===== config.mk =====
export PLATFORM = sky130hd
export DESIGN_NAME = rle_sprite_decoder
export DESIGN_NICKNAME = d
export VERILOG_FILES = /design/src/rtl/rsd_pkg.sv /design/src/rtl/rle_sprite_decoder.sv /design/src/rtl/rsd_front.sv /design/src/rtl/rsd_queue.sv /design/src/rtl/rsd_back.sv
export SDC_FILE = /design/constraint.sdc
export NUM_CORES = 1
export LEC_CHECK = 0
export BUFFER_PORTS_ARGS = -buffer_cell sky130_fd_sc_hd__buf_2
export CORE_MARGIN = 1
export CORE_UTILIZATION = 64
export CTS_CLUSTER_SIZE = 24
export DETAILED_ROUTE_END_ITERATION = 10
export PLACE_DENSITY = 0.81
export SYNTH_ARGS = -nofsm -noshare
export SYNTH_HDL_FRONTEND = slang
export SYNTH_SLANG_ARGS = --single-unit

===== constraint.sdc =====
create_clock -name clk -period 9.33 [get_ports clk]
set_input_delay 2.3325 -clock clk [delete_from_list [all_inputs] [get_ports clk]]
set_output_delay 2.3325 -clock clk [all_outputs]
set_load 0.05 [all_outputs]

===== src/rtl/rsd_pkg.sv =====
// Shared types and constants for the run-length sprite decoder.
// No dependencies; every other file of the block imports this package.
package rsd_pkg;

	// Input operation codes
	localparam logic OP_BYTE = 1'b0;
	localparam logic OP_TICK = 1'b1;

	// Result status codes
	localparam logic [1:0] ST_PIXEL   = 2'd0;
	localparam logic [1:0] ST_FINISH  = 2'd1;
	localparam logic [1:0] ST_BAD_HDR = 2'd2;
	localparam logic [1:0] ST_REFUSED = 2'd3;

	// Decoder phases
	localparam logic [2:0] PH_HEADER = 3'd0;
	localparam logic [2:0] PH_BODY   = 3'd1;
	localparam logic [2:0] PH_LEN_HI = 3'd2;
	localparam logic [2:0] PH_LEN_LO = 3'd3;
	localparam logic [2:0] PH_RUN    = 3'd4;

	// Header byte positions
	localparam logic [3:0] HB_MAGIC_R = 4'd0;
	localparam logic [3:0] HB_MAGIC_L = 4'd1;
	localparam logic [3:0] HB_MAGIC_E = 4'd2;
	localparam logic [3:0] HB_LEN_SEL = 4'd3;
	localparam logic [3:0] HB_SIZE_0  = 4'd4;
	localparam logic [3:0] HB_SIZE_1  = 4'd5;
	localparam logic [3:0] HB_SIZE_2  = 4'd6;
	localparam logic [3:0] HB_SIZE_3  = 4'd7;
	localparam logic [3:0] HB_WIDTH_0 = 4'd8;
	localparam logic [3:0] HB_WIDTH_1 = 4'd9;
	localparam logic [3:0] HB_HGT_0   = 4'd10;
	localparam logic [3:0] HB_LAST    = 4'd11;

	localparam logic [7:0] MAGIC_R   = 8'h52;
	localparam logic [7:0] MAGIC_L   = 8'h4C;
	localparam logic [7:0] MAGIC_E   = 8'h45;
	localparam logic [7:0] LEN_NARROW = 8'd8;
	localparam logic [7:0] LEN_WIDE   = 8'd16;

	// Configuration register indexes
	localparam logic [1:0] REG_ORIGIN_X    = 2'd0;
	localparam logic [1:0] REG_ORIGIN_Y    = 2'd1;
	localparam logic [1:0] REG_ORIENTATION = 2'd2;
	localparam logic [1:0] REG_TRANSP_KEY  = 2'd3;

	// Orientation bits
	localparam int ORI_MIRROR_H = 0;
	localparam int ORI_MIRROR_V = 1;

	localparam logic [8:0] KEY_RESET = 9'd256;

	// One result before the origin is applied
	typedef struct packed {
		logic [1:0]  status;
		logic [15:0] dx;
		logic [15:0] dy;
		logic [7:0]  color;
	} rsd_res_t;

	// Everything one accepted item produces: one to three results
	typedef struct packed {
		logic [1:0]          cnt;
		rsd_res_t [2:0]      res;
	} rsd_entry_t;

	localparam rsd_res_t RES_FINISH  = '{status: ST_FINISH,  dx: '0, dy: '0, color: '0};
	localparam rsd_res_t RES_BAD_HDR = '{status: ST_BAD_HDR, dx: '0, dy: '0, color: '0};
	localparam rsd_res_t RES_REFUSED = '{status: ST_REFUSED, dx: '0, dy: '0, color: '0};

endpackage


===== src/rtl/rle_sprite_decoder.sv =====
// Run-length sprite decoder, top level. Depends on rsd_pkg, rsd_front,
// rsd_queue and rsd_back.
//
// The block takes a sprite one beat at a time: either a stream byte (a
// 12-byte header with magic, run-length width, body size, width and height,
// then the coded body) or a tick that draws one pixel of a pending run.
// Each accepted beat is decoded in the cycle it is accepted and gives zero
// to three results (pixels, image finished, bad header, refused byte); these
// go into a four-entry queue and leave through a registered output one per
// cycle while out_ready is high. A beat can be accepted every cycle while
// the queue has room, so a stream whose beats each give at most one result
// runs at one beat per cycle unless the output stalls; otherwise the output
// port's one-result-per-cycle rate is what limits throughput. Pixels are
// placed at the origin plus column and row, mirrored as the orientation
// register says; transparent pixels still advance the position.
// Configuration writes must only be made while the block is idle.
module rle_sprite_decoder
	import rsd_pkg::*;
#(
	parameter int QUEUE_DEPTH = 4
) (
	input  logic               clk,
	input  logic               arst_n,
	input  logic               cfg_wr_en,
	input  logic [1:0]         cfg_index,
	input  logic [15:0]        cfg_wdata,
	input  logic               in_valid,
	output logic               in_ready,
	input  logic               opcode,
	input  logic [7:0]         stream_byte,
	output logic               out_valid,
	input  logic               out_ready,
	output logic [1:0]         status,
	output logic signed [15:0] pixel_x,
	output logic signed [15:0] pixel_y,
	output logic [7:0]         pixel_color,
	output logic               last
);

	logic signed [15:0] origin_x_q, origin_y_q;
	logic [1:0]         orientation_q;
	logic [8:0]         transp_key_q;

	logic       accept;
	logic       q_push, q_pop, q_full, q_empty;
	rsd_entry_t q_in, q_head;

	// Configuration registers
	always_ff @(posedge clk or negedge arst_n) begin
		if (!arst_n) begin
			origin_x_q    <= '0;
			origin_y_q    <= '0;
			orientation_q <= '0;
			transp_key_q  <= KEY_RESET;
		end else if (cfg_wr_en) begin
			case (cfg_index)
				REG_ORIGIN_X:    origin_x_q    <= cfg_wdata;
				REG_ORIGIN_Y:    origin_y_q    <= cfg_wdata;
				REG_ORIENTATION: orientation_q <= cfg_wdata[1:0];
				REG_TRANSP_KEY:  transp_key_q  <= cfg_wdata[8:0];
				default: ;
			endcase
		end
	end

	// The queue has room for everything one beat can produce, so the input
	// side only waits when the output side has fallen behind.
	assign in_ready = !q_full;
	assign accept   = in_valid && in_ready;

	rsd_front u_front (
		.clk             (clk),
		.arst_n          (arst_n),
		.accept          (accept),
		.opcode          (opcode),
		.stream_byte     (stream_byte),
		.orientation     (orientation_q),
		.transparent_key (transp_key_q),
		.push            (q_push),
		.entry           (q_in)
	);

	rsd_queue #(
		.DEPTH (QUEUE_DEPTH)
	) u_queue (
		.clk       (clk),
		.arst_n    (arst_n),
		.push      (q_push),
		.push_data (q_in),
		.pop       (q_pop),
		.head      (q_head),
		.full      (q_full),
		.empty     (q_empty)
	);

	rsd_back u_back (
		.clk         (clk),
		.arst_n      (arst_n),
		.head        (q_head),
		.empty       (q_empty),
		.origin_x    (origin_x_q),
		.origin_y    (origin_y_q),
		.pop         (q_pop),
		.out_valid   (out_valid),
		.out_ready   (out_ready),
		.status      (status),
		.pixel_x     (pixel_x),
		.pixel_y     (pixel_y),
		.pixel_color (pixel_color),
		.last        (last)
	);

`ifndef SYNTHESIS
	// The back end must never take an entry the queue does not hold.
	a_pop_not_empty: assert property (@(posedge clk) disable iff (!arst_n)
		q_pop |-> !q_empty)
		else $error("queue popped while empty");

	// The front end must never push into a full queue.
	a_push_not_full: assert property (@(posedge clk) disable iff (!arst_n)
		q_push |-> !q_full)
		else $error("queue pushed while full");

	// Status results other than pixels carry no position or colour.
	a_status_zero: assert property (@(posedge clk) disable iff (!arst_n)
		(out_valid && status != ST_PIXEL) |->
			(pixel_x == 16'sd0 && pixel_y == 16'sd0 && pixel_color == 8'd0))
		else $error("non-pixel result with non-zero fields");
`endif

endmodule


===== src/rtl/rsd_front.sv =====
// Front end of the sprite decoder: header parsing, run-length decoding and
// pixel placement. Depends on rsd_pkg; pushes at most one entry per item.
module rsd_front
	import rsd_pkg::*;
(
	input  logic             clk,
	input  logic             arst_n,
	input  logic             accept,
	input  logic             opcode,
	input  logic [7:0]       stream_byte,
	input  logic [1:0]       orientation,
	input  logic [8:0]       transparent_key,
	output logic             push,
	output rsd_entry_t       entry
);

	typedef struct packed {
		logic        drawn;
		rsd_res_t    res;
		logic [15:0] col;
		logic [15:0] row;
	} rsd_pix_t;

	// Places one pixel and advances the position, drawn or not.
	function automatic rsd_pix_t pix_step(input logic [15:0] col, input logic [15:0] row,
			input logic [15:0] wid, input logic [15:0] hgt, input logic [1:0] orient,
			input logic [8:0] key, input logic [7:0] c);
		rsd_pix_t    p;
		logic [15:0] col_inc;
		p.drawn     = ({1'b0, c} != key);
		p.res.status = ST_PIXEL;
		p.res.dx    = orient[ORI_MIRROR_H] ? (wid - 16'd1 - col) : col;
		p.res.dy    = orient[ORI_MIRROR_V] ? (hgt - 16'd1 - row) : row;
		p.res.color = c;
		col_inc     = col + 16'd1;
		if (col_inc == wid) begin
			p.col = '0;
			p.row = row + 16'd1;
		end else begin
			p.col = col_inc;
			p.row = row;
		end
		return p;
	endfunction

	logic [2:0]  phase_q, nxt_phase;
	logic [3:0]  hdr_idx_q, nxt_hdr_idx;
	logic        wide_q, nxt_wide;
	logic [31:0] body_size_q, nxt_body_size;
	logic [31:0] consumed_q, nxt_consumed;
	logic [15:0] width_q, nxt_width;
	logic [15:0] height_q, nxt_height;
	logic [7:0]  held_byte_q, nxt_held_byte;
	logic        held_valid_q, nxt_held_valid;
	logic [7:0]  run_color_q, nxt_run_color;
	logic [15:0] run_rem_q, nxt_run_rem;
	logic [15:0] col_q, nxt_col;
	logic [15:0] row_q, nxt_row;

	logic [31:0] cons_inc;
	logic        end_after_byte, end_now;
	rsd_pix_t    p_run, p_held, p_lit1, p_lit2;
	rsd_res_t    res_v [3];
	logic [1:0]  n_v;
	logic        fin, bad;

	assign cons_inc       = consumed_q + 32'd1;
	assign end_after_byte = (cons_inc >= body_size_q);
	assign end_now        = (consumed_q >= body_size_q);

	assign p_run  = pix_step(col_q, row_q, width_q, height_q, orientation, transparent_key,
		run_color_q);
	assign p_held = pix_step(col_q, row_q, width_q, height_q, orientation, transparent_key,
		held_byte_q);
	assign p_lit1 = pix_step(col_q, row_q, width_q, height_q, orientation, transparent_key,
		stream_byte);
	assign p_lit2 = pix_step(p_held.col, p_held.row, width_q, height_q, orientation,
		transparent_key, stream_byte);

	always_comb begin
		nxt_phase      = phase_q;
		nxt_hdr_idx    = hdr_idx_q;
		nxt_wide       = wide_q;
		nxt_body_size  = body_size_q;
		nxt_consumed   = consumed_q;
		nxt_width      = width_q;
		nxt_height     = height_q;
		nxt_held_byte  = held_byte_q;
		nxt_held_valid = held_valid_q;
		nxt_run_color  = run_color_q;
		nxt_run_rem    = run_rem_q;
		nxt_col        = col_q;
		nxt_row        = row_q;
		for (int i = 0; i < 3; i++) res_v[i] = '0;
		n_v = '0;
		fin = 1'b0;
		bad = 1'b0;

		if (accept) begin
			if (opcode == OP_TICK) begin
				// A tick outside a run does nothing.
				if (phase_q == PH_RUN) begin
					if (p_run.drawn) begin
						res_v[n_v] = p_run.res;
						n_v = n_v + 2'd1;
					end
					nxt_col     = p_run.col;
					nxt_row     = p_run.row;
					nxt_run_rem = run_rem_q - 16'd1;
					if (nxt_run_rem == 16'd0) begin
						if (end_now) fin = 1'b1;
						else nxt_phase = PH_BODY;
					end
				end
			end else if (phase_q == PH_RUN) begin
				res_v[n_v] = RES_REFUSED;
				n_v = n_v + 2'd1;
			end else if (phase_q == PH_HEADER) begin
				case (hdr_idx_q)
					HB_MAGIC_R: bad = (stream_byte != MAGIC_R);
					HB_MAGIC_L: bad = (stream_byte != MAGIC_L);
					HB_MAGIC_E: bad = (stream_byte != MAGIC_E);
					HB_LEN_SEL: begin
						if (stream_byte == LEN_NARROW) nxt_wide = 1'b0;
						else if (stream_byte == LEN_WIDE) nxt_wide = 1'b1;
						else bad = 1'b1;
					end
					HB_SIZE_0: nxt_body_size = {24'd0, stream_byte};
					HB_SIZE_1, HB_SIZE_2, HB_SIZE_3:
						nxt_body_size = {body_size_q[23:0], stream_byte};
					HB_WIDTH_0: nxt_width = {8'd0, stream_byte};
					HB_WIDTH_1: nxt_width = {width_q[7:0], stream_byte};
					HB_HGT_0: nxt_height = {8'd0, stream_byte};
					default: nxt_height = {height_q[7:0], stream_byte};
				endcase
				if (bad) begin
					nxt_hdr_idx = HB_MAGIC_R;
					res_v[n_v] = RES_BAD_HDR;
					n_v = n_v + 2'd1;
				end else if (hdr_idx_q < HB_LAST) begin
					nxt_hdr_idx = hdr_idx_q + 4'd1;
				end else begin
					nxt_hdr_idx    = HB_MAGIC_R;
					nxt_consumed   = '0;
					nxt_col        = '0;
					nxt_row        = '0;
					nxt_held_valid = 1'b0;
					nxt_run_rem    = '0;
					nxt_phase      = PH_BODY;
					if (nxt_body_size == 32'd0) fin = 1'b1;
				end
			end else begin
				nxt_consumed = cons_inc;
				case (phase_q)
					PH_LEN_HI: begin
						nxt_run_rem = {stream_byte, 8'd0};
						if (end_after_byte) fin = 1'b1;
						else nxt_phase = PH_LEN_LO;
					end
					PH_LEN_LO: begin
						nxt_run_rem = run_rem_q | {8'd0, stream_byte};
						if (nxt_run_rem != 16'd0) nxt_phase = PH_RUN;
						else if (end_after_byte) fin = 1'b1;
						else nxt_phase = PH_BODY;
					end
					default: begin
						if (!held_valid_q) begin
							nxt_held_byte  = stream_byte;
							nxt_held_valid = 1'b1;
							if (end_after_byte) begin
								if (p_lit1.drawn) begin
									res_v[n_v] = p_lit1.res;
									n_v = n_v + 2'd1;
								end
								nxt_col = p_lit1.col;
								nxt_row = p_lit1.row;
								fin = 1'b1;
							end
						end else if (held_byte_q != stream_byte) begin
							if (p_held.drawn) begin
								res_v[n_v] = p_held.res;
								n_v = n_v + 2'd1;
							end
							nxt_col       = p_held.col;
							nxt_row       = p_held.row;
							nxt_held_byte = stream_byte;
							if (end_after_byte) begin
								if (p_lit2.drawn) begin
									res_v[n_v] = p_lit2.res;
									n_v = n_v + 2'd1;
								end
								nxt_col = p_lit2.col;
								nxt_row = p_lit2.row;
								fin = 1'b1;
							end
						end else begin
							nxt_run_color  = held_byte_q;
							nxt_held_valid = 1'b0;
							nxt_run_rem    = '0;
							if (end_after_byte) fin = 1'b1;
							else nxt_phase = wide_q ? PH_LEN_HI : PH_LEN_LO;
						end
					end
				endcase
			end

			// Finishing always comes last and returns to header parsing.
			if (fin) begin
				nxt_phase      = PH_HEADER;
				nxt_hdr_idx    = HB_MAGIC_R;
				nxt_held_valid = 1'b0;
				nxt_run_rem    = '0;
				res_v[n_v] = RES_FINISH;
				n_v = n_v + 2'd1;
			end
		end
	end

	assign push      = accept && (n_v != 2'd0);
	assign entry.cnt = n_v;
	assign entry.res[0] = res_v[0];
	assign entry.res[1] = res_v[1];
	assign entry.res[2] = res_v[2];

	always_ff @(posedge clk or negedge arst_n) begin
		if (!arst_n) begin
			phase_q      <= PH_HEADER;
			hdr_idx_q    <= HB_MAGIC_R;
			wide_q       <= 1'b0;
			body_size_q  <= '0;
			consumed_q   <= '0;
			width_q      <= '0;
			height_q     <= '0;
			held_byte_q  <= '0;
			held_valid_q <= 1'b0;
			run_color_q  <= '0;
			run_rem_q    <= '0;
			col_q        <= '0;
			row_q        <= '0;
		end else begin
			phase_q      <= nxt_phase;
			hdr_idx_q    <= nxt_hdr_idx;
			wide_q       <= nxt_wide;
			body_size_q  <= nxt_body_size;
			consumed_q   <= nxt_consumed;
			width_q      <= nxt_width;
			height_q     <= nxt_height;
			held_byte_q  <= nxt_held_byte;
			held_valid_q <= nxt_held_valid;
			run_color_q  <= nxt_run_color;
			run_rem_q    <= nxt_run_rem;
			col_q        <= nxt_col;
			row_q        <= nxt_row;
		end
	end

endmodule


===== src/rtl/rsd_queue.sv =====
// Short first-in first-out queue of decoded entries between front and back.
// Depends on rsd_pkg for the entry type.
module rsd_queue
	import rsd_pkg::*;
#(
	parameter int DEPTH = 4
) (
	input  logic       clk,
	input  logic       arst_n,
	input  logic       push,
	input  rsd_entry_t push_data,
	input  logic       pop,
	output rsd_entry_t head,
	output logic       full,
	output logic       empty
);

	localparam int PW = (DEPTH > 1) ? $clog2(DEPTH) : 1;
	localparam int CW = $clog2(DEPTH + 1);

	rsd_entry_t    slot_q [DEPTH];
	logic [PW-1:0] wr_ptr_q, rd_ptr_q;
	logic [CW-1:0] count_q;

	function automatic logic [PW-1:0] ptr_inc(input logic [PW-1:0] p);
		return (p == PW'(DEPTH - 1)) ? '0 : p + PW'(1);
	endfunction

	assign full  = (count_q == CW'(DEPTH));
	assign empty = (count_q == '0);
	assign head  = slot_q[rd_ptr_q];

	always_ff @(posedge clk) begin
		if (push) slot_q[wr_ptr_q] <= push_data;
	end

	always_ff @(posedge clk or negedge arst_n) begin
		if (!arst_n) begin
			wr_ptr_q <= '0;
			rd_ptr_q <= '0;
			count_q  <= '0;
		end else begin
			if (push) wr_ptr_q <= ptr_inc(wr_ptr_q);
			if (pop) rd_ptr_q <= ptr_inc(rd_ptr_q);
			if (push && !pop) count_q <= count_q + CW'(1);
			else if (pop && !push) count_q <= count_q - CW'(1);
		end
	end

endmodule


===== src/rtl/rsd_back.sv =====
// Back end of the sprite decoder: walks the results of each queue entry,
// adds the screen origin to pixel results and holds one result in the
// output register. Depends on rsd_pkg.
module rsd_back
	import rsd_pkg::*;
(
	input  logic               clk,
	input  logic               arst_n,
	input  rsd_entry_t         head,
	input  logic               empty,
	input  logic signed [15:0] origin_x,
	input  logic signed [15:0] origin_y,
	output logic               pop,
	output logic               out_valid,
	input  logic               out_ready,
	output logic [1:0]         status,
	output logic signed [15:0] pixel_x,
	output logic signed [15:0] pixel_y,
	output logic [7:0]         pixel_color,
	output logic               last
);

	logic [1:0] idx_q;
	logic       out_valid_q;
	logic       load, is_last;
	rsd_res_t   cur;

	always_comb begin
		case (idx_q)
			2'd0: cur = head.res[0];
			2'd1: cur = head.res[1];
			default: cur = head.res[2];
		endcase
	end

	assign load    = !empty && (!out_valid_q || out_ready);
	assign is_last = (idx_q == head.cnt - 2'd1);
	assign pop     = load && is_last;
	assign out_valid = out_valid_q;

	always_ff @(posedge clk or negedge arst_n) begin
		if (!arst_n) begin
			out_valid_q <= 1'b0;
			idx_q       <= '0;
		end else begin
			if (load) out_valid_q <= 1'b1;
			else if (out_ready) out_valid_q <= 1'b0;
			if (load) idx_q <= is_last ? 2'd0 : idx_q + 2'd1;
		end
	end

	always_ff @(posedge clk) begin
		if (load) begin
			status      <= cur.status;
			pixel_color <= cur.color;
			last        <= is_last;
			if (cur.status == ST_PIXEL) begin
				pixel_x <= $unsigned(origin_x) + cur.dx;
				pixel_y <= $unsigned(origin_y) + cur.dy;
			end else begin
				pixel_x <= '0;
				pixel_y <= '0;
			end
		end
	end

endmodule

==> metrics list, run 1 <==
- Status: complete, no violations
- Growth of design area from synthesis to finish: 9.230%
- Hold Path Class: flip-flop to flip-flop
- The hold violation total from the final report was 0.
- Peak supply drop: 0.3273 mV
- Sequential element share of the synthesized area: 48.46%
* Floorplan core area: 0.05424 mm²
- For this run the aggregate overflow at the end of global routing stands at 0.
- Post-Synth Adder-Cell Area: 6.855%
- Vias after detailed routing: 27750
* Net Sw Frac: 41.80%
- The analysis attributes to cell leakage a power of 15.16 nW.
* Total negative slack: 0 ps
- Number of input and output port buffers inserted: 76
* Compound-Gate Fraction of Synth Area: 13.26%
- Final instance area: 0.03872 mm²
- Counting along the longest clock path gives a buffer depth of 3.
- Top-level I/O count: 77
- Total count of max-transition violations in the final report: 0
- After synthesis the netlist holds a flip-flop and latch count of 609.
- The setup check on the worst reg-to-reg path leaves a slack of 850 ps.
- Of the total synthesized cell area, the portion taken by XOR and XNOR cells is 5.711%.
- Post-synthesis mux area share: 8.545%
- After Yosys synthesis, and, or, nand and nor cells account for 13.68% of the synthesized area.
- Wire length on met2: 47180 µm
* Worst skew pair latency: 620 ps
- The initialized floorplan defines 85 standard-cell rows.
* Met3 WL: 10030 µm
* Count of antenna diodes in the layout: 0
- Total wire length after detailed routing: 102100 µm
- Post-synth EDFFs: 387
- The first routing iteration left 3472 violations.
- Combinational Power Share: 47.1%
- The most used flip-flop cell after synthesis is sky130_fd_sc_hd__edfxtp_1.
* Number of remaining DRC errors: 0
- The largest total area in the synthesized netlist belongs to sky130_fd_sc_hd__edfxtp_1.
- For the worst flop-to-flop path, the logic depth is 21.
- Unrepaired setup endpoints after global routing: false
- By area, the combinational part of the netlist is dominated by simple AND/OR/NAND/NOR gates.
- Period utilisation layout: 90.89%
* Share of async-settable or async-resettable flops after synthesis: 36.45%
* Fmax: 117.9 MHz
- Total nets after synthesis: 3442
- The initial antenna violation count is 0.
- Pwr/cell area: 324.4 mW/mm²
- # Post-CTS Setup Buffers: 0
- Averaged over all synthesized cells, the footprint is 11.01 µm².
* Top routing layer used: met4
- The detail route stage leaves a number of antenna-violating nets equal to 0.
* Critical path peak fanout: 16
- Across the run, the number of max-cap violations was 0.
- The path with the worst hold slack has its endpoint at u_front.height_q[15].
* Via count of the first global-routing pass: 26870
- Power comes to 0.01256 W.
- Using the TritonRoute via totals, the vias-per-cell ratio works out to 6.948.
* Global placer's final weighted congestion: 0.9953
- The largest registers in the layout are u_queue.slot_q x344, u_front.body_size_q x32, u_front.consumed_q x32.
- Most frequent cells after synthesis: sky130_fd_sc_hd__edfxtp_1 (387), sky130_fd_sc_hd__nor2_1 (280), sky130_fd_sc_hd__dfrtp_1 (221), sky130_fd_sc_hd__nand2_1 (220), sky130_fd_sc_hd__ha_1 (183)
- Unique masters post-synth: 84
- Length of routed wiring on met1: 40500 µm
- In the final routed layout, each cell accounts on average for 25.57 µm.
- Once the floorplan was initialized, standard cells occupied 65.35% of the core.
- Count of endpoints failing setup in the final report: 0
- Cell with the most instances after synthesis: sky130_fd_sc_hd__edfxtp_1
- Remaining max-slew budget at the tightest pin: 20.71%
* Cell Area, Synth: 0.03545 mm²
- Worst setup SP type: flip-flop
- Internal Pwr Total: 0.007309 W
* Pre-Repair DR Iteration Count: 10
- The die is 237.3 µm tall.
- Combined global-route utilization of all metal layers: 36.44%
* Horizontal extent of the die: 237.3 µm
* Flip-flop count of the largest register, all copies and words added: 344
- In this run the number of H-tree levels came out at 3.
- Wire length of the first global-routing pass: 157600 µm
- Signal arrival time at the worst endpoint: 8960 ps
- Share of power burned in the clock network: 21.1%
- The worst hold path was traced through 2 stages.
- Of the post-synthesis cell area, the dominant cell type holds 32.78%.
* Switch Pwr: 0.005250 W
- Type of the worst setup path: flip-flop to flip-flop
- Counting every instance in the synthesized netlist gives 3220.
- The number of placed instances, taps included, is 3874.
- Largest cells by area after synthesis: sky130_fd_sc_hd__edfxtp_1 (33%), sky130_fd_sc_hd__dfrtp_1 (16%), sky130_fd_sc_hd__ha_1 (6.5%), sky130_fd_sc_hd__mux4_2 (5.3%), sky130_fd_sc_hd__xnor2_1 (4.1%)
- CTS Root Buffer Type: sky130_fd_sc_hd__clkbuf_16
- Finished Layout Cells: 3994
- Largest net degree at the start of global routing: 102
- Endpoint type of the worst setup path: flip-flop
* Clock tree skew after final layout: 20.16 ps
- The HPWL after detailed placement is 69800 µm.
- Post-route minimum period: 8480 ps
- Clock-pin slew was measured on the worst setup and hold paths at 60 ps.
* Clock buffer count from CTS: 67
- Cell Area, Placed: 0.03653 mm²
- Largest register by flop count: u_queue.slot_q
- Data on the critical path is required at its endpoint by 9810 ps.
* Number of warnings issued by yosys: 0
- Die ar.: 0.05633 mm²
- The worst register-to-register path ends at u_front.row_q[13].
- Share of layout cells above drive strength 1: 12.70%
- Sequential cells burn 31.9% of the power.
- TritonCTS built the clock tree.
* Post-cts resize count: 0
- Critical register-to-register path startpoint: u_front.col_q[0]
* Slew @ Worst Pin: 1179 ps
- Nets@finish: 3469
* HP Start: u_front.height_q[15]
* Utilization of the core after routing: 71.39%
* Hold buffers post-CTS: 0
- CTS Sinks: 609
## critical path, stage by stage (launching register included)
cell,delay [ps]
sky130_fd_sc_hd__dfrtp_1,520
sky130_fd_sc_hd__ha_1,390
sky130_fd_sc_hd__and3_1,560
sky130_fd_sc_hd__nand3_1,250
sky130_fd_sc_hd__a21oi_1,300
sky130_fd_sc_hd__or4b_1,180
sky130_fd_sc_hd__buf_4,180
sky130_fd_sc_hd__a211o_1,290
sky130_fd_sc_hd__or4_1,490
sky130_fd_sc_hd__and2_1,300
sky130_fd_sc_hd__ha_1,310
sky130_fd_sc_hd__o2111ai_1,170
sky130_fd_sc_hd__a32oi_1,800
sky130_fd_sc_hd__nor4b_1,990
sky130_fd_sc_hd__mux2i_1,180
sky130_fd_sc_hd__a22o_1,220
sky130_fd_sc_hd__a22oi_1,200
sky130_fd_sc_hd__nand4_1,180
sky130_fd_sc_hd__or4b_1,860
sky130_fd_sc_hd__nor4b_4,500
sky130_fd_sc_hd__nor3_1,90
sky130_fd_sc_hd__or3_1,390
## per-stage QoR
stage	hold slack (ps)	setup slack [ps]
finish	513.9	849.9
global route	529.0	472.0
CTS	508.5	1141
detailed placement	496.0	1151
global placement	476.9	1351
floorplan	458.6	1519
## cell families after synthesis
family	count (synthesis)
multiplexers	189
AND/OR/NAND/NOR	987
adder cells (fa/ha/maj)	190
XOR/XNOR	224
flip-flops	609
AO/OA/AOI/OAI	700
buffers and inverters	321
## layout by cell type, fill, tap and decap left out, drive strengths merged, types with 14 or more instances in the layout
cell,count
edfxtp,387
nand4,45
nor2,280
o22a,14
a22oi,20
or3,34
nand2b,18
and3,30
a21o,41
ha,183
or4,16
mux2i,36
nor4,42
xor2,55
o22ai,31
o21ai,163
xnor2,165
and2,24
nor2b,25
dfrtp,221
nor3,82
nand2,220
buf,123
o21a,18
a21oi,147
clkbuf,89
mux4,84
inv,154
a22o,98
o211ai,18
a31oi,16
mux2,69
clkinv,25
o31ai,15
nand3,115
## layer usage
layer,up-vias,track usage (%)
met5,-,0
met4,0,14.90
met3,309,6.062
met2,1701,57.74
met1,13640,50.29
li1,12110,-
## layout make-up
type	instances	area (µm²)
timing repair buffer	123	793.3
fill	3654	15520
clock inverter	31	372.9
inverter	156	585.6
multi-input combinational	2290	17090
sequential	609	17190
clock buffer	89	1821
tap	696	870.8
## worst max-delay path by stage
stage	slack, ps	end	cells after the start	from
5_1_grt	470	u_front.row_q[13]	21	u_front.col_q[0]
6_report	850	u_front.row_q[13]	21	u_front.col_q[0]
2_1_floorplan	1520	u_queue.slot_q[1][0]	23	u_front.consumed_q[2]
3_3_place_gp	1350	u_front.row_q[7]	21	u_front.col_q[0]
3_5_place_dp	1150	u_front.row_q[13]	21	u_front.col_q[0]
4_1_cts	1140	u_front.row_q[13]	21	u_front.col_q[0]
## power by group through the flow
stage               clock [W]  sequential (W)  combinational, W
CTS                   0.00266         0.00399           0.00581
detailed placement          0         0.00402           0.00569
global placement            0         0.00398           0.00555
global route          0.00276         0.00405           0.00634
floorplan                   0         0.00415           0.00406
finish                0.00265         0.00400           0.00591
Power figures use the tool's default switching activity.
==> run 2: changes to the inputs <==
--- a/config.mk
+++ b/config.mk
@@ -7,10 +7,10 @@
 export LEC_CHECK = 0
 export BUFFER_PORTS_ARGS = -buffer_cell sky130_fd_sc_hd__buf_2
 export CORE_MARGIN = 1
-export CORE_UTILIZATION = 64
+export CORE_UTILIZATION = 45
 export CTS_CLUSTER_SIZE = 24
 export DETAILED_ROUTE_END_ITERATION = 10
-export PLACE_DENSITY = 0.81
+export PLACE_DENSITY = 0.6
 export SYNTH_ARGS = -nofsm -noshare
 export SYNTH_HDL_FRONTEND = slang
 export SYNTH_SLANG_ARGS = --single-unit
==> run 2 against run 1 <==
Maximum frequency rose by 3.8%; largest cell class unchanged; clock skew rose by 17 ps; setup slack improved by 310 ps; final area rose by 1.5%.
==> metrics list, run 2 (synthesized netlist as in run 1, its figures left out) <==
* Largest net degree at the start of global routing: 140 (+37%)
* Peak supply drop: 0.2006 mV (-39%)
- Growth of design area from synthesis to finish: 10.85%
* Number of antenna violations at the first check in global routing: 0 (unchanged)
* Total wire length after detailed routing: 102200 µm (about the same)
- Chip Height: 282.7 µm (+19%)
- The number of CTS-inserted buffers came to 67 (unchanged).
- The flip-flop count of the largest register after layout came to 344 (unchanged).
* Half-perimeter wire length of the detailed placement result: 73700 µm (+5.6%)
* Nets@finish: 3475 (+0.17%)
- Initial core utilization: 45.61% (-20 points)
* Switch Pwr: 0.005187 W (-1.2%)
- Setup repair after global routing left no endpoint under its margin.
* Hold buffers post-CTS: 0 (unchanged)
* CTS H-Tree Depth: 3 (unchanged)
* Clock transition at path regs: 60 ps (about the same)
- The die boundary width came to 282.7 µm (+19%).
- The total negative slack came to 0 ps (unchanged).
* Max_cap viols: 0 (unchanged)
* Fmax: 122.4 MHz (+3.8%)
* Clock tree skew after final layout: 37.26 ps (+17.10 ps)
- Crit-path slowest cell: sky130_fd_sc_hd__or4b_1
- Top-level I/O count: 77 (unchanged)
- The worst setup path is captured at a flip-flop.
- Violation count after the first detailed-routing iteration: 2411 (-31%)
* Final count of hold timing violations: 0 (unchanged)
- The cell row count is 102 (+20%).
- Remaining max-slew budget at the tightest pin: 23.40% (+2.7 points)
- The clock latency reported for the late side of the worst-skew pair was 630 ps (about the same).
- Via count of the first global-routing pass: 26370 (-1.8%)
* Reported leakage power: 15.24 nW (+0.52%)
- Post-cts resize count: 0 (unchanged)
- The pre-CTS setup slack was 1196 ps (+45.55 ps).
- Hold Path Class: flip-flop to flip-flop
- Worst path setup slack after routing: 1158 ps (+307.9 ps)
- Global placer's final weighted congestion: 0.9196 (-7.6%)
* CTS Root Buffer Type: sky130_fd_sc_hd__clkbuf_16
- Most frequent standard cell in the layout excluding fill and tap cells: sky130_fd_sc_hd__edfxtp_1
- Count of endpoints failing setup in the final report: 0 (unchanged)
* Count of antenna diodes in the layout: 0 (unchanged)
* Residual antenna-violating net count after detailed routing: 0 (unchanged)
- The final non-filler cell total was 4344 (+8.8%).
- Status: complete, no violations
- The overall fraction of global-route tracks in use is 25.90% (-11 points).
- Top delay family on crit path: simple AND/OR/NAND/NOR gates
- The wire length of the first global-routing pass was 157800 µm (+0.14%).
- Number of input and output port buffers inserted: 76 (unchanged)
* Pre-Repair DR Iteration Count: 6 (-4)
- The clock period minus final worst setup slack came to 8172 ps (-307.9 ps).
* Pwr/cell area: 319.7 mW/mm² (-1.4%)
- The clock sink count was 609 (unchanged).
* Sequential group share of total power: 31.2% (-0.7 points)
- The final critical-path share of the clock period was 87.59% (-3.3 points).
* Slew @ Worst Pin: 1141 ps (-37.94 ps)
- The endpoint required time on the critical path came to 9800 ps (about the same).
* Worst setup SP type: flip-flop
* Signal arrival time at the worst endpoint: 8650 ps (-310 ps)
- Floorplan core area: 0.07772 mm² (+43%)
- The full die area was 0.07990 mm² (+42%).
* Top library cells by usage in the layout, fill and taps aside: sky130_fd_sc_hd__edfxtp_1 (387), sky130_fd_sc_hd__nor2_1 (278), sky130_fd_sc_hd__nand2_1 (220)
- The number of slew-limit violations in the final report is 0 (unchanged).
- Vias per std cell: 6.131 (-12%)
* Combinational Power Share: 47.0% (about the same)
- The delay of the slowest cell on the worst path is 770 ps (-220 ps).
* TritonCTS clock tree: done
- The global-route congestion overflow total came to 0 (unchanged).
* Largest register by flop count: u_queue.slot_q
- Vias after detailed routing: 26630 (-4.0%)
- Buf/Inv on CP: 1 (unchanged)
- Share of power burned in the clock network: 21.8% (+0.7 points)
* # Post-CTS Setup Buffers: 0 (unchanged)
* Average routed wire per standard cell: 23.53 µm (-8.0%)
- Type of the worst setup path: flip-flop to flip-flop
* Placed Instances: 4223 (+9.0%)
* Cell Chain, Critical Path: ha_1 > nand3_1 > o21ai_0 > a21oi_1 > or4b_1 > a211o_1 > or4_1 > and2_1 > ha_1 > o2111ai_1 > a32oi_1 > xnor2_1 > a22oi_1 > o2111ai_1 > a2111oi_0 > nand4_1 > or4b_1 > buf_4 > and4_1 > a221oi_1 > a21oi_1
* Critical path peak fanout: 10 (-6)
- The internal power consumption is 0.007376 W (+0.91%).
- Clock Path Buffers: 3 (unchanged)
- Net Sw Frac: 41.29% (-0.51 points)
* Share of layout cells above drive strength 1: 13.11% (+0.40 points)
- Number of remaining DRC errors: 0 (unchanged)
- Largest registers in the final layout: u_queue.slot_q x344, u_front.body_size_q x32, u_front.consumed_q x32
==> run 2: changes by cell type in the layout (fill, tap and decap cells not counted), moves of 2 or more <==
cell | before | now
sky130_fd_sc_hd__bufinv_16 | 5 | 8
sky130_fd_sc_hd__buf_12 | 4 | 6
sky130_fd_sc_hd__buf_4 | 43 | 46
sky130_fd_sc_hd__ha_2 | 0 | 2
sky130_fd_sc_hd__clkinv_2 | 7 | 14
sky130_fd_sc_hd__inv_16 | 0 | 2
sky130_fd_sc_hd__clkbuf_8 | 4 | 2
sky130_fd_sc_hd__ha_1 | 183 | 181
sky130_fd_sc_hd__clkinv_1 | 11 | 5
sky130_fd_sc_hd__clkinv_8 | 3 | 1
==> run 2: worst reg2reg max path: stages, from the launching register on <==
cell and delay, ps:
sky130_fd_sc_hd__dfrtp_1 540, sky130_fd_sc_hd__ha_1 410, sky130_fd_sc_hd__nand3_1 450, sky130_fd_sc_hd__o21ai_0 510, sky130_fd_sc_hd__a21oi_1 180, sky130_fd_sc_hd__or4b_1 770, sky130_fd_sc_hd__a211o_1 430, sky130_fd_sc_hd__or4_1 660
sky130_fd_sc_hd__and2_1 270, sky130_fd_sc_hd__ha_1 300, sky130_fd_sc_hd__o2111ai_1 140, sky130_fd_sc_hd__a32oi_1 330, sky130_fd_sc_hd__xnor2_1 270, sky130_fd_sc_hd__a22oi_1 230, sky130_fd_sc_hd__o2111ai_1 130, sky130_fd_sc_hd__a2111oi_0 460
sky130_fd_sc_hd__nand4_1 280, sky130_fd_sc_hd__or4b_1 730, sky130_fd_sc_hd__buf_4 260, sky130_fd_sc_hd__and4_1 310, sky130_fd_sc_hd__a221oi_1 320, sky130_fd_sc_hd__a21oi_1 70
==> run 2: path summary, 6_finish.rpt <==
path	start	end	slack, ps	depth (start not counted)
setup / recovery	u_front.col_q[0]	u_front.col_q[9]	1160	21
hold / removal	u_front.height_q[15]	u_front.height_q[15]	500	2
setup reg to reg	u_front.col_q[0]	u_front.col_q[9]	1160	21
hold reg to reg	u_front.height_q[15]	u_front.height_q[15]	500	2
max in group asynchronous	arst_n	u_queue.rd_ptr_q[1]	6240	2
min in group asynchronous	arst_n	u_front.consumed_q[12]	1690	1
==> run 2: per-layer routing <==
| layer | vias to the layer above | GRT usage [%] | part of all wire [%] |
|---|---|---|---|
| met5 | - | 0 | 0 |
| met4 | 0 | 9.148 | 3.4 |
| met1 | 13320 | 36.36 | 45 |
| met3 | 209 | 3.320 | 5.8 |
| met2 | 987 | 41.18 | 46 |
| li1 | 12110 | - | - |
==> run 2: final cells by class <==
cell class	instances	area (µm²)
clock buffer	86	1768
clock inverter	34	496.7
fill	6822	38430
inverter	156	585.6
multi-input combinational	2290	17100
sequential	609	17190
tap	1040	1301
timing repair buffer	129	860.8
==> run 2: power by group through the flow <==
stage          Combinational, W  Clock [W]  Sequential (W)
2_1_floorplan           0.00406          0         0.00415
3_3_place_gp            0.00578          0         0.00395
3_5_place_dp            0.00586          0         0.00397
4_1_cts                 0.00589    0.00279         0.00392
5_1_grt                 0.00643    0.00290         0.00399
6_report                0.00591    0.00273         0.00392
==> run 2: stage by stage <==
step | instance area, µm² | hold slack (ps) | power (W) | utilization, %
4_1_cts | 39290 | 511.3 | 0.01260 | 50.55
6_report | 39290 | 504.1 | 0.01256 | 50.56
3_3_place_gp | 37020 | 478.7 | 0.009728 | 47.64
2_1_floorplan | 35450 | 458.6 | 0.008203 | -
5_1_grt | 39290 | 526.1 | 0.01332 | 50.56
3_5_place_dp | 37020 | 499.6 | 0.009829 | 47.64
